## config.mk

```make
export PLATFORM = sky130hd
export DESIGN_NAME = pd_drive_controller_with_slew
export DESIGN_NICKNAME = d
export VERILOG_FILES = /design/src/rtl/core/pdslew_pkg.sv /design/src/rtl/core/pd_drive_controller_with_slew.sv
export SDC_FILE = /design/constraint.sdc
export NUM_CORES = 2
export LEC_CHECK = 0
export ABC_AREA = 0
export BUFFER_PORTS_ARGS = -buffer_cell sky130_fd_sc_hd__buf_2
export CAP_MARGIN = 20
export CORE_ASPECT_RATIO = 0.9
export CORE_MARGIN = 3
export CORE_UTILIZATION = 55
export DETAILED_ROUTE_END_ITERATION = 10
export PLACE_DENSITY_LB_ADDON = 0.3
export SLEW_MARGIN = 20
export SYNTH_ARGS = -nofsm -noshare
export SYNTH_HDL_FRONTEND = slang
export SYNTH_SLANG_ARGS = --single-unit
```

## constraint.sdc

```tcl
create_clock -name clk_i -period 46.8 [get_ports clk_i]
set_clock_uncertainty 0.05 [all_clocks]
set_input_delay 0 -clock clk_i [delete_from_list [all_inputs] [get_ports clk_i]]
set_output_delay 0 -clock clk_i [all_outputs]
set_load 0.01 [all_outputs]
```

## src/rtl/core/pdslew_pkg.sv

```systemverilog
package pdslew_pkg;

  // Encoder position width.
  localparam int POS_WIDTH = 24;

  // Register field widths.
  localparam int TGT_W   = 21;
  localparam int MAXS_W  = 9;
  localparam int SLANT_W = 9;
  localparam int GAIN_W  = 12;
  localparam int STEP_W  = 10;
  localparam int CFG_W   = 21;
  localparam int IDX_W   = 3;

  // Motor command width.
  localparam int DRV_W = 11;

  // Turn set point: |target| * coef >> shift, then divide by five through a reciprocal.
  localparam int SET_W       = TGT_W + 2;
  localparam int COEF_W      = 6;
  localparam int RECIP_W     = 24;
  localparam int RECIP_SHIFT = 26;
  localparam logic [RECIP_W-1:0] RECIP_FIVE = 24'd13421773;
  localparam logic [COEF_W-1:0]  COEF_POS   = 6'd47;  // 2.35 = 47 / 20
  localparam logic [COEF_W-1:0]  COEF_NEG   = 6'd23;  // 2.3  = 23 / 10

  // Error and shared multiplier widths.
  localparam int ERR_W     = ((POS_WIDTH > SET_W) ? POS_WIDTH : SET_W) + 2;
  localparam int MUL_A_W   = (ERR_W + 1 > RECIP_W + 1) ? ERR_W + 1 : RECIP_W + 1;
  localparam int MUL_B_W   = RECIP_W + 1;
  localparam int PROD_W    = MUL_A_W + MUL_B_W;
  localparam int FRAC_BITS = 8;

  // Fixed Q4.8 turn gains.
  localparam logic [GAIN_W-1:0] TURN_KP = 12'd230;
  localparam logic [GAIN_W-1:0] TURN_KD = 12'd896;

  // Stall detector.
  localparam int CNT_W = 3;
  localparam logic [CNT_W-1:0] STALL_LIMIT = 3'd4;
  localparam logic [CNT_W-1:0] STILL_MAX   = 3'd5;
  localparam int STALL_THRESH = 3;

  typedef logic signed [POS_WIDTH-1:0] pos_t;
  typedef logic signed [DRV_W-1:0]     drive_t;

  typedef enum logic [IDX_W-1:0] {
    REG_MODE       = 3'd0,
    REG_TARGET     = 3'd1,
    REG_MAX_SPEED  = 3'd2,
    REG_SLANT      = 3'd3,
    REG_GAIN_P     = 3'd4,
    REG_GAIN_D     = 3'd5,
    REG_ACCEL_SIZE = 3'd6,
    REG_DECEL_SIZE = 3'd7
  } reg_idx_e;

  // Move cur toward cmd by at most one step; accel step when magnitude grows.
  function automatic drive_t slew_step(drive_t cur, drive_t cmd,
                                       logic [STEP_W-1:0] accel,
                                       logic [STEP_W-1:0] decel);
    logic [DRV_W-1:0]        mag_cur;
    logic [DRV_W-1:0]        mag_cmd;
    logic [STEP_W-1:0]       step;
    logic signed [DRV_W+1:0] step_x;
    logic signed [DRV_W+1:0] cur_x;
    logic signed [DRV_W+1:0] cmd_x;
    logic signed [DRV_W+1:0] hi;
    logic signed [DRV_W+1:0] lo;
    drive_t                  res;
    mag_cur = cur[DRV_W-1] ? DRV_W'(-cur) : DRV_W'(cur);
    mag_cmd = cmd[DRV_W-1] ? DRV_W'(-cmd) : DRV_W'(cmd);
    step    = (mag_cur < mag_cmd) ? accel : decel;
    step_x  = $signed({{(DRV_W + 2 - STEP_W){1'b0}}, step});
    cur_x   = (DRV_W + 2)'(cur);
    cmd_x   = (DRV_W + 2)'(cmd);
    hi      = cur_x + step_x;
    lo      = cur_x - step_x;
    if (cmd_x > hi) begin
      res = hi[DRV_W-1:0];
    end else if (cmd_x < lo) begin
      res = lo[DRV_W-1:0];
    end else begin
      res = cmd;
    end
    return res;
  endfunction

endpackage

```

## src/rtl/core/pd_drive_controller_with_slew.sv

```systemverilog
// PD drive controller with slew-limited left/right motor commands.
//
// Input channel (in_valid_i/in_ready_o): one word per control tick, carrying
// the left and right encoder positions. Output channel (out_valid_o/
// out_ready_i): one word per tick with the left and right drive commands and
// the still-moving flag. Configuration is a plain write port (cfg_we_i,
// cfg_idx_i, cfg_wdata_i) taken on any edge with cfg_we_i high; write it only
// while the block is idle.
//
// Datapath: one shared signed multiplier under a small sequencer does all the
// products. A drive-mode tick passes the proportional product, derivative
// multiply-accumulate and finish states before its output word is raised; a
// turn-mode tick first passes three more states that build the set point
// (coefficient product, reciprocal-of-five product, sign). The input is ready
// only in the idle state, so a new tick is taken only once the last is done.
//
// Reset (rst_ni low, asynchronous) loads the register defaults and zeroes the
// speeds, previous errors, stall state and output valid. A stalled receiver
// holds the finished word on the outputs; the next word is still accepted,
// then waits in the finish state, input not ready, until the held word goes.
module pd_drive_controller_with_slew (
  input  logic                               clk_i,
  input  logic                               rst_ni,
  input  logic                               in_valid_i,
  output logic                               in_ready_o,
  input  pdslew_pkg::pos_t                   left_position_i,
  input  pdslew_pkg::pos_t                   right_position_i,
  output logic                               out_valid_o,
  input  logic                               out_ready_i,
  output pdslew_pkg::drive_t                 left_drive_o,
  output pdslew_pkg::drive_t                 right_drive_o,
  output logic                               still_moving_o,
  input  logic                               cfg_we_i,
  input  logic [pdslew_pkg::IDX_W-1:0]       cfg_idx_i,
  input  logic [pdslew_pkg::CFG_W-1:0]       cfg_wdata_i
);
  import pdslew_pkg::*;

  typedef enum logic [2:0] {
    S_IDLE,
    S_SET1,
    S_SET2,
    S_SET3,
    S_MULP,
    S_MULD,
    S_FIN
  } state_e;

  // Configuration registers.
  logic                     mode_q;
  logic signed [TGT_W-1:0]  target_q;
  logic [MAXS_W-1:0]        max_speed_q;
  logic signed [SLANT_W-1:0] slant_q;
  logic [GAIN_W-1:0]        gain_p_q;
  logic [GAIN_W-1:0]        gain_d_q;
  logic [STEP_W-1:0]        accel_q;
  logic [STEP_W-1:0]        decel_q;

  // Sequencer and datapath state.
  state_e                    state_q;
  pos_t                      lp_q;
  pos_t                      rp_q;
  logic signed [SET_W-1:0]   set_q;
  logic signed [ERR_W-1:0]   err_q;
  logic signed [PROD_W-1:0]  prod_q;
  drive_t                    left_speed_q;
  drive_t                    right_speed_q;
  logic signed [ERR_W-1:0]   prev_drive_q;
  logic signed [ERR_W-1:0]   prev_turn_q;
  logic [POS_WIDTH-1:0]      last_level_q;
  logic [CNT_W-1:0]          still_cnt_q;
  logic signed [TGT_W-1:0]   last_target_q;
  logic                      out_valid_q;

  // Configuration writes.
  always_ff @(posedge clk_i or negedge rst_ni) begin
    if (!rst_ni) begin
      mode_q      <= 1'b1;
      target_q    <= '0;
      max_speed_q <= MAXS_W'(200);
      slant_q     <= '0;
      gain_p_q    <= GAIN_W'(77);
      gain_d_q    <= GAIN_W'(128);
      accel_q     <= STEP_W'(9);
      decel_q     <= STEP_W'(256);
    end else if (cfg_we_i) begin
      case (reg_idx_e'(cfg_idx_i))
        REG_MODE:       mode_q      <= cfg_wdata_i[0];
        REG_TARGET:     target_q    <= cfg_wdata_i[TGT_W-1:0];
        REG_MAX_SPEED:  max_speed_q <= cfg_wdata_i[MAXS_W-1:0];
        REG_SLANT:      slant_q     <= cfg_wdata_i[SLANT_W-1:0];
        REG_GAIN_P:     gain_p_q    <= cfg_wdata_i[GAIN_W-1:0];
        REG_GAIN_D:     gain_d_q    <= cfg_wdata_i[GAIN_W-1:0];
        REG_ACCEL_SIZE: accel_q     <= cfg_wdata_i[STEP_W-1:0];
        REG_DECEL_SIZE: decel_q     <= cfg_wdata_i[STEP_W-1:0];
        default: ;
      endcase
    end
  end

  // Turn set point: positive target scales by 47/20, otherwise by 23/10.
  logic                    tgt_pos;
  logic [TGT_W-1:0]        tgt_mag;
  logic [RECIP_W-1:0]      quo_in;
  logic [SET_W-1:0]        quo;
  logic signed [SET_W-1:0] set_d;

  assign tgt_pos = !target_q[TGT_W-1] && (target_q != '0);
  assign tgt_mag = target_q[TGT_W-1] ? TGT_W'(-target_q) : TGT_W'(target_q);
  assign quo_in  = tgt_pos ? prod_q[RECIP_W+1:2] : prod_q[RECIP_W:1];
  assign quo     = prod_q[RECIP_SHIFT+SET_W-1:RECIP_SHIFT];
  assign set_d   = tgt_pos ? $signed(quo) : -$signed(quo);

  // Turn measurement: (right - left) / 2 truncated toward zero.
  logic signed [POS_WIDTH:0] pos_dif;
  logic signed [POS_WIDTH:0] pos_half;

  assign pos_dif  = (POS_WIDTH + 1)'(rp_q) - (POS_WIDTH + 1)'(lp_q);
  assign pos_half = (pos_dif + $signed({{POS_WIDTH{1'b0}}, pos_dif[POS_WIDTH]})) >>> 1;

  // Error, derivative term and gain selection for the active mode.
  logic signed [ERR_W-1:0]   err_now;
  logic signed [ERR_W-1:0]   prev_sel;
  logic signed [MUL_A_W-1:0] derr;
  logic [GAIN_W-1:0]         kp_sel;
  logic [GAIN_W-1:0]         kd_sel;

  assign err_now  = mode_q ? (ERR_W'(target_q) - ERR_W'(lp_q))
                           : (ERR_W'(set_q) - ERR_W'(pos_half));
  assign prev_sel = mode_q ? prev_drive_q : prev_turn_q;
  assign derr     = MUL_A_W'(err_q) - MUL_A_W'(prev_sel);
  assign kp_sel   = mode_q ? gain_p_q : TURN_KP;
  assign kd_sel   = mode_q ? gain_d_q : TURN_KD;

  // Shared signed multiplier.
  logic signed [MUL_A_W-1:0] mul_a;
  logic signed [MUL_B_W-1:0] mul_b;
  logic signed [PROD_W-1:0]  mul_p;

  always_comb begin
    case (state_q)
      S_SET1: begin
        mul_a = MUL_A_W'($signed({1'b0, tgt_mag}));
        mul_b = MUL_B_W'($signed({1'b0, (tgt_pos ? COEF_POS : COEF_NEG)}));
      end
      S_SET2: begin
        mul_a = MUL_A_W'($signed({1'b0, quo_in}));
        mul_b = MUL_B_W'($signed({1'b0, RECIP_FIVE}));
      end
      S_MULP: begin
        mul_a = MUL_A_W'(err_now);
        mul_b = MUL_B_W'($signed({1'b0, kp_sel}));
      end
      default: begin
        mul_a = derr;
        mul_b = MUL_B_W'($signed({1'b0, kd_sel}));
      end
    endcase
  end

  assign mul_p = PROD_W'(mul_a) * PROD_W'(mul_b);

  // PD output: divide by 256 toward zero, clamp to +-max_speed.
  logic signed [PROD_W-1:0] pd_rnd;
  logic signed [PROD_W-1:0] pd_q8;
  logic signed [PROD_W-1:0] max_x;
  drive_t                   sp;
  drive_t                   slant_x;
  drive_t                   cmd_l;
  drive_t                   cmd_r;
  drive_t                   new_l;
  drive_t                   new_r;

  assign pd_rnd = prod_q + (prod_q[PROD_W-1] ? PROD_W'(255) : PROD_W'(0));
  assign pd_q8  = pd_rnd >>> FRAC_BITS;
  assign max_x  = PROD_W'($signed({1'b0, max_speed_q}));

  always_comb begin
    if (pd_q8 > max_x) begin
      sp = DRV_W'(max_x);
    end else if (pd_q8 < -max_x) begin
      sp = DRV_W'(-max_x);
    end else begin
      sp = pd_q8[DRV_W-1:0];
    end
  end

  assign slant_x = DRV_W'(slant_q);
  assign cmd_l   = mode_q ? (sp - slant_x) : -sp;
  assign cmd_r   = mode_q ? (sp + slant_x) : sp;
  assign new_l   = slew_step(left_speed_q, cmd_l, accel_q, decel_q);
  assign new_r   = slew_step(right_speed_q, cmd_r, accel_q, decel_q);

  // Stall detector: level = (|left| + |right|) / 2.
  logic [POS_WIDTH-1:0]      abs_l;
  logic [POS_WIDTH-1:0]      abs_r;
  logic [POS_WIDTH:0]        lvl_sum;
  logic [POS_WIDTH-1:0]      level;
  logic signed [POS_WIDTH:0] lvl_dif;
  logic [POS_WIDTH:0]        lvl_mag;
  logic [CNT_W-1:0]          cnt_next;

  assign abs_l   = lp_q[POS_WIDTH-1] ? POS_WIDTH'(-lp_q) : POS_WIDTH'(lp_q);
  assign abs_r   = rp_q[POS_WIDTH-1] ? POS_WIDTH'(-rp_q) : POS_WIDTH'(rp_q);
  assign lvl_sum = {1'b0, abs_l} + {1'b0, abs_r};
  assign level   = lvl_sum[POS_WIDTH:1];
  assign lvl_dif = $signed({1'b0, last_level_q}) - $signed({1'b0, level});
  assign lvl_mag = lvl_dif[POS_WIDTH] ? (POS_WIDTH + 1)'(-lvl_dif)
                                      : (POS_WIDTH + 1)'(lvl_dif);

  always_comb begin
    if (lvl_mag < (POS_WIDTH + 1)'(STALL_THRESH)) begin
      cnt_next = (still_cnt_q < STILL_MAX) ? still_cnt_q + CNT_W'(1) : still_cnt_q;
    end else begin
      cnt_next = '0;
    end
    if (target_q != last_target_q) begin
      cnt_next = '0;
    end
  end

  logic fin_go;
  logic fin_fire;
  assign fin_go   = !out_valid_q || out_ready_i;
  assign fin_fire = (state_q == S_FIN) && fin_go;

  // Sequencer, datapath registers and output word.
  always_ff @(posedge clk_i or negedge rst_ni) begin
    if (!rst_ni) begin
      state_q       <= S_IDLE;
      lp_q          <= '0;
      rp_q          <= '0;
      set_q         <= '0;
      err_q         <= '0;
      prod_q        <= '0;
      left_speed_q  <= '0;
      right_speed_q <= '0;
      prev_drive_q  <= '0;
      prev_turn_q   <= '0;
      last_level_q  <= '0;
      still_cnt_q   <= '0;
      last_target_q <= '0;
      out_valid_q   <= 1'b0;
    end else begin
      // Raise a fresh word out of finish, else drop the taken one.
      if (fin_fire) begin
        out_valid_q <= 1'b1;
      end else if (out_ready_i) begin
        out_valid_q <= 1'b0;
      end
      case (state_q)
        S_IDLE: begin
          if (in_valid_i) begin
            lp_q    <= left_position_i;
            rp_q    <= right_position_i;
            state_q <= mode_q ? S_MULP : S_SET1;
          end
        end
        S_SET1: begin
          prod_q  <= mul_p;
          state_q <= S_SET2;
        end
        S_SET2: begin
          prod_q  <= mul_p;
          state_q <= S_SET3;
        end
        S_SET3: begin
          set_q   <= set_d;
          state_q <= S_MULP;
        end
        S_MULP: begin
          prod_q  <= mul_p;
          err_q   <= err_now;
          state_q <= S_MULD;
        end
        S_MULD: begin
          prod_q  <= prod_q + mul_p;
          state_q <= S_FIN;
        end
        S_FIN: begin
          // Hold here until the previous word has left the output.
          if (fin_go) begin
            left_speed_q  <= new_l;
            right_speed_q <= new_r;
            if (mode_q) begin
              prev_drive_q <= err_q;
            end else begin
              prev_turn_q <= err_q;
            end
            last_level_q  <= level;
            still_cnt_q   <= cnt_next;
            last_target_q <= target_q;
            state_q       <= S_IDLE;
          end
        end
        default: state_q <= S_IDLE;
      endcase
    end
  end

  assign in_ready_o     = (state_q == S_IDLE);
  assign out_valid_o    = out_valid_q;
  assign left_drive_o   = left_speed_q;
  assign right_drive_o  = right_speed_q;
  assign still_moving_o = !(still_cnt_q > STALL_LIMIT);

`ifndef SYNTHESIS
  // A new word only appears out of the finish state.
  a_valid_from_fin: assert property (@(posedge clk_i) disable iff (!rst_ni)
    $rose(out_valid_q) |-> $past(state_q == S_FIN))
    else $error("output word raised outside finish state");

  // A word waiting on the receiver keeps its commands.
  a_hold_stalled: assert property (@(posedge clk_i) disable iff (!rst_ni)
    (out_valid_q && !out_ready_i) |=> ($stable(left_speed_q) && $stable(right_speed_q)))
    else $error("drive commands changed while output stalled");

  // Stall count saturates at five.
  a_cnt_sat: assert property (@(posedge clk_i) disable iff (!rst_ni)
    still_cnt_q <= STILL_MAX)
    else $error("stall count beyond saturation");

  // Slew limiter never reaches the negative rail code.
  a_speed_range: assert property (@(posedge clk_i) disable iff (!rst_ni)
    (left_speed_q != drive_t'({1'b1, {(DRV_W - 1){1'b0}}})) &&
    (right_speed_q != drive_t'({1'b1, {(DRV_W - 1){1'b0}}})))
    else $error("drive command out of range");
`endif

endmodule

```

### Word level (Yosys, flattened, before mapping)

Cells that the tools add are included.

| storage, ports and cells | value |
|---|---|
| flip-flop bits (word level) | 359 |
| bits of input ports | 77 |

| operators by class | value |
|---|---|
| add/sub/neg operators | 27 |
| $mul | 1 |
| order comparisons | 11 |
| equality and inequality tests | 17 |
| muxes and demuxes | 38 |
| bitwise logic cells | 1 |
| reduce and logical (&&, ||, !) cells | 26 |

Operators with widths:

| operator | number |
|---|---|
| $mux W11 | 12 |
| $pmux W52 S2 | 1 |
| $pmux W27 S3 | 1 |
| $mux W24 | 3 |
| $pmux W24 S3 | 1 |
| $neg A11 Y11 | 5 |
| $add A52 B52 Y52 | 1 |
| $add A52 B9 Y52 | 1 |
| $lt A44 B52 Y1 | 1 |
| $mul A27 B25 Y52 | 1 |
| $mux W26 | 2 |
| $neg A9 Y52 | 1 |
| $sub A24 B24 Y25 | 2 |
| $neg A24 Y24 | 2 |
| $gt A44 B10 Y1 | 1 |
| $sub A26 B26 Y27 | 1 |
| $add A24 B24 Y25 | 1 |
| $add A25 B2 Y25 | 1 |
| $lt A25 B2 Y1 const B | 1 |
| $mux W25 | 1 |
| $neg A25 Y25 | 1 |
| $sub A21 B24 Y25 | 1 |
| $sub A23 B24 Y25 | 1 |
| $add A11 B11 Y12 | 2 |
| 36 further kinds | 76 |

### Longest topological paths before layout

| depth | value |
|---|---|
| depth in word-level cells | 15 |
| mapped depth | 75 |
| mapped depth without buffers | 73 |

### Worst setup path after synthesis

OpenSTA, ideal clock, no wires.

| path | value |
|---|---|
| path type | reg-to-reg |
| start point | register rp_q[0] |
| end point | register prod_q[51] |
| data arrival time | 14.932 ns |
| data required time | 46.625 ns |
| slack | 31.693 ns |
| cell stages (with the launch flop) | 71 |
| clock period less this slack | 15.107 ns |
| cell sequence | dfrtp_1 > inv_1 > ha_1 > inv_1 > fa_1 > a21o_1 > a21oi_1 > o21a_1 > o21ai_0 > nand3_1 > a21oi_1 > o2111ai_1 > a31o_2 > a31oi_1 > nor2_1 > ha_1 > nand2_1 > or3_1 > [35 not listed] > a21oi_1 > nor2_1 > xnor2_1 > ha_1 > clkbuf_1 > a21o_1 > nand2_1 > nand2b_1 > a21oi_1 > o21ai_0 > a21oi_1 > o21ai_0 > a311oi_1 > o21bai_1 > mux2i_1 > and3_1 > o31a_1 > a2111oi_0 |

| on the way | value |
|---|---|
| cells in the longest elaborated chain, start to end | 8 |

RTL lines:

| item | line | RTL |
|---|---|---|
| from (decl) | pd_drive_controller_with_slew.sv:62 | `pos_t rp_q;` |
| from (signal assigned) | pd_drive_controller_with_slew.sv:255 | `rp_q <= right_position_i;` |
| $sub A24 B24 Y25 (*) | pd_drive_controller_with_slew.sv:118 | `assign pos_dif = (POS_WIDTH + 1)'(rp_q) - (POS_WIDTH + 1)'(lp_q);` |
| $add A25 B2 Y25 (*) | pd_drive_controller_with_slew.sv:119 | `assign pos_half = (pos_dif + $signed({{POS_WIDTH{1'b0}}, pos_dif[POS_WIDTH]})) >>> 1;` |
| $sub A23 B24 Y25 (*) | pd_drive_controller_with_slew.sv:129 | `: (ERR_W'(set_q) - ERR_W'(pos_half));` |
| $mux W26 (*) | pd_drive_controller_with_slew.sv:128 | `assign err_now = mode_q ? (ERR_W'(target_q) - ERR_W'(lp_q))` |
| $pmux W27 S3 (*) | pd_drive_controller_with_slew.sv:141 | `case (state_q)` |
| $mul A27 B25 Y52 (*) | pd_drive_controller_with_slew.sv:161 | `assign mul_p = PROD_W'(mul_a) * PROD_W'(mul_b);` |
| $add A52 B52 Y52 | pd_drive_controller_with_slew.sv:277 | `prod_q <= prod_q + mul_p;` |
| $pmux W52 S2 (*) | pd_drive_controller_with_slew.sv:251 | `case (state_q)` |
| to (signal assigned) | pd_drive_controller_with_slew.sv:260 | `prod_q <= mul_p;` |
| to (signal assigned) | pd_drive_controller_with_slew.sv:264 | `prod_q <= mul_p;` |
| to (signal assigned) | pd_drive_controller_with_slew.sv:277 |  |
| to (decl) | pd_drive_controller_with_slew.sv:65 | `logic signed [PROD_W-1:0] prod_q;` |

Every way passes the cells marked *; elsewhere a longest branch is shown, timed or not.
A chain may end at the register's enable or synchronous reset.

### Worst setup path in the final report

Ends and elaborated chain as after synthesis.

==> flow_summary.json <==
{
  "outcome": "complete, no violations",
  "vias_per_cell": 6.02,
  "maxCapViolCount": 0,
  "ys_types": 102,
  "synthAdderAreaFrac": 0.315,
  "cts-buffers-inserted": 46,
  "clock.fmax_mhz": 55.8,
  "grt_remaining_overflow": 0,
  "cpMostUsedCell": "a21oi_1",
  "die_y_um": 307,
  "io_pins": 102,
  "ys.flop_type": "dfrtp_1",
  "ys_async_sr_fraction": 1.00,
  "firstDrtPassIters": 6,
  "cts_root_buf": "clkbuf_16",
  "grt_pass1_wl_um": 262000,
  "synth-edff-count": 0,
  "period_needed_ns": 17.94,
  "report.final.slew_viol_count": 0,
  "dp_hpwl_um": 131000,
  "cp_slowest_cell": "a31oi_1",
  "vias": 47945,
  "cts.htree.levels": 2,
  "startpoint_type": "register",
  "diodes": 0,
  "yosysSeqAreaShare": 0.161,
  "syn_area_mm2": 0.0554,
  "ys_ff_latch": 356,
  "tritoncts": "done",
  "slowest_delay_ns": 0.95,
  "dpl_worst_slack_ns": 29.12,
  "worstSetupPathType": "reg -> reg",
  "grt_pass1_vias": 47259,
  "first_iter_violations": 3914,
  "cp_data_required_time_ns": 47.24,
  "clock_sinks": 356,
  "gp_congestion": 0.957,
  "synthToLayoutAreaGrowth_pct": 7.93,
  "clock_latency_ns": 0.63,
  "arrival_ns": 18.38,
  "synth_top_family_by_area": "adder cells",
  "clk_path_buf_depth": 3,
  "coreArea_mm2": 0.0991,
  "synth_area_per_cell_um2": 8.50,
  "clk_pin_slew_ns": 0.06,
  "ys_warn_count": 0,
  "ant_nets": 0,
  "synth_xor_area_frac": 0.0730,
  "rows": 109,
  "port_buffers": 101,
  "setup_ws_ns": 28.86,
  "antenna_found_initial": 2,
  "dieArea_mm2": 0.105,
  "slew_headroom": 0.202,
  "drive_above_1_share": 0.0836,
  "crit_path_end_kind": "register",
  "wl_per_cell_um": 20.9,
  "finalHoldViolCount": 0,
  "wl_um": 167000,
  "grtUsageTotal": 0.314,
  "setup_viol": 0,
  "synth_compound_area_frac": 0.167,
  "post-route-period-util": 0.383,
  "worstMarginPinSlew_ns": 1.20,
  "cp_max_fo": 15,
  "yosys.area_share.simple": 0.158,
  "die_w_um": 341,
  "grt_start_max_net_pins": 98,
  "synth_mux_area_frac": 0.0510,
  "min_path_type": "in -> async",
  "drc_errors": 0,
  "fin_util": 0.604,
  "setup_tns_ns": 0,
  "start_util": 0.559,
  "final_nets": 7766,
  "rsz0062_at_grt": "false",
  "synthCells": 6526,
  "final.fill_count": 8647
}
## sequential cells by signal, summed over array words and instances, names as in the netlist, 23 cells and up
signal,count
last_level_q,24
prev_turn_q,25
prod_q,52
set_q,23
err_q,25
rp_q,24
lp_q,24
prev_drive_q,25
## critical path, delay by kind of cell, from the launching register on
kind | cells | cell delay (ns)
xor gates and xnor gates | 2 | 0.32
and+or+nand+nor | 12 | 3.46
muxes | 1 | 0.14
adders and majority gates | 13 | 5.57
DFF | 1 | 0.41
buffers and inverters | 7 | 0.51
AOI/OAI and AO/OA | 34 | 7.36
## cell usage in the layout, fill, tap and decap left out, drive strengths merged, types with 37 or more instances in the layout
cell and instances:
nand3 112, a21oi 358, buf 174, and3 44
o211ai 37, nor4 45, o21bai 62, or3 54
ha 606, dfrtp 344, xnor2 302, xor2 160
nor2 373, a21o 138, mux2 175, nor2b 105
o21ai 349, o31ai 63, fa 495, nor3 103
nand2b 71, dlygate4sd3 79, mux2i 85, nand2 735
inv 819, o21a 73, nand4 49, and2 41
clkbuf 61, a211oi 61
## per-stage QoR
step                cell area, µm²  hold WS (ns)  instances
floorplan                    55500        -0.346       6543
CTS                          59800       0.00797       7956
finish                       59800       0.00764       7958
global route                 59800        0.0671       7958
detailed placement           57300        0.0924       7791
global placement             57300        0.0762       7790
## cell type report
cell class	count	area (µm²)	area share
clock buffers	61	1300	0.0217
clock inverters	25	392	0.00654
inverters	817	3070	0.0512
multi-input cells	5114	42600	0.712
flip-flops and latches	356	8930	0.149
well taps	1332	1670	0.0278
repair buffers	253	1860	0.0310
## Yosys cell counts, types with 14 or more instances
cell	count	area, µm²
o2111ai_1	14	123
o21bai_1	62	465
o41ai_1	18	158
or2_2	27	169
a211o_1	15	131
ha_1	606	7580
nor2b_1	105	657
a21o_1	138	1040
o22ai_1	21	131
nor4_1	42	263
nor3b_1	16	120
a31oi_1	30	188
clkbuf_1	207	777
o31ai_1	62	465
nand3b_1	15	113
or4_1	24	180
buf_1	22	82.6
mux2i_1	85	851
dfrtp_1	344	8610
nor3_1	100	500
and3_1	43	269
mux2_2	173	1950
xnor2_1	302	2650
a211oi_1	60	450
o211ai_1	37	278
o21ai_0	341	1710
or3_1	54	338
and2_1	41	257
nor2_1	371	1390
a21oi_1	358	1790
nand4_1	48	300
o21a_1	73	548
nand2b_1	71	444
buf_2	17	85.1
fa_1	495	9910
xor2_1	160	1400
nand3_1	109	546
inv_1	816	3060
a22oi_1	23	173
a21boi_0	19	143
nand2_1	733	2750
## final timing paths
path                       depth (start not counted)  slack, ns                         start                            to
setup reg to reg                                  69      28.86           rp_q[0]$_DFFE_PN0P_        prod_q[51]$_DFFE_PN0P_
min in group clk_i                                 6       0.07                      cfg_we_i    max_speed_q[6]$_DFFE_PN1P_
hold / removal                                     2      0.008                        rst_ni        prod_q[47]$_DFFE_PN0P_
max in group asynchronous                          5      43.51                        rst_ni  last_level_q[20]$_DFFE_PN0P_
hold reg to reg                                    2       0.44  last_level_q[12]$_DFFE_PN0P_  last_level_q[12]$_DFFE_PN0P_
setup / recovery                                  69      28.86           rp_q[0]$_DFFE_PN0P_        prod_q[51]$_DFFE_PN0P_
## kinds of logic (layout without fill, tap and decap cells)
kind of cell    count (synthesis)  count (layout)
simple gates                 1846            1846
compound gates               1426            1426
fa+ha+maj                    1101            1101
buf+inv                      1073            1156
xor+xnor                      462             462
flops                         356             356
mux                           260             260
other cells                     2              19
## timing repair
action | 4_1_cts | 5_1_grt
setup buffers | 0 | 0
hold buffers | 79 | 0
resized for setup | 0 | 0
endpoints found under the hold margin | 231 | 0
## metal layers
metal  GRT usage  part of all wire  vias up
li1            -                 -    22295
met3      0.0433             0.075      410
met5           0          0.000078        -
met1       0.421              0.42    23394
met4       0.147             0.053        2
met2       0.505              0.45     1844
Power is not shown: default switching activity piles up to over one toggle a cycle in this logic, so the estimate is an artifact.
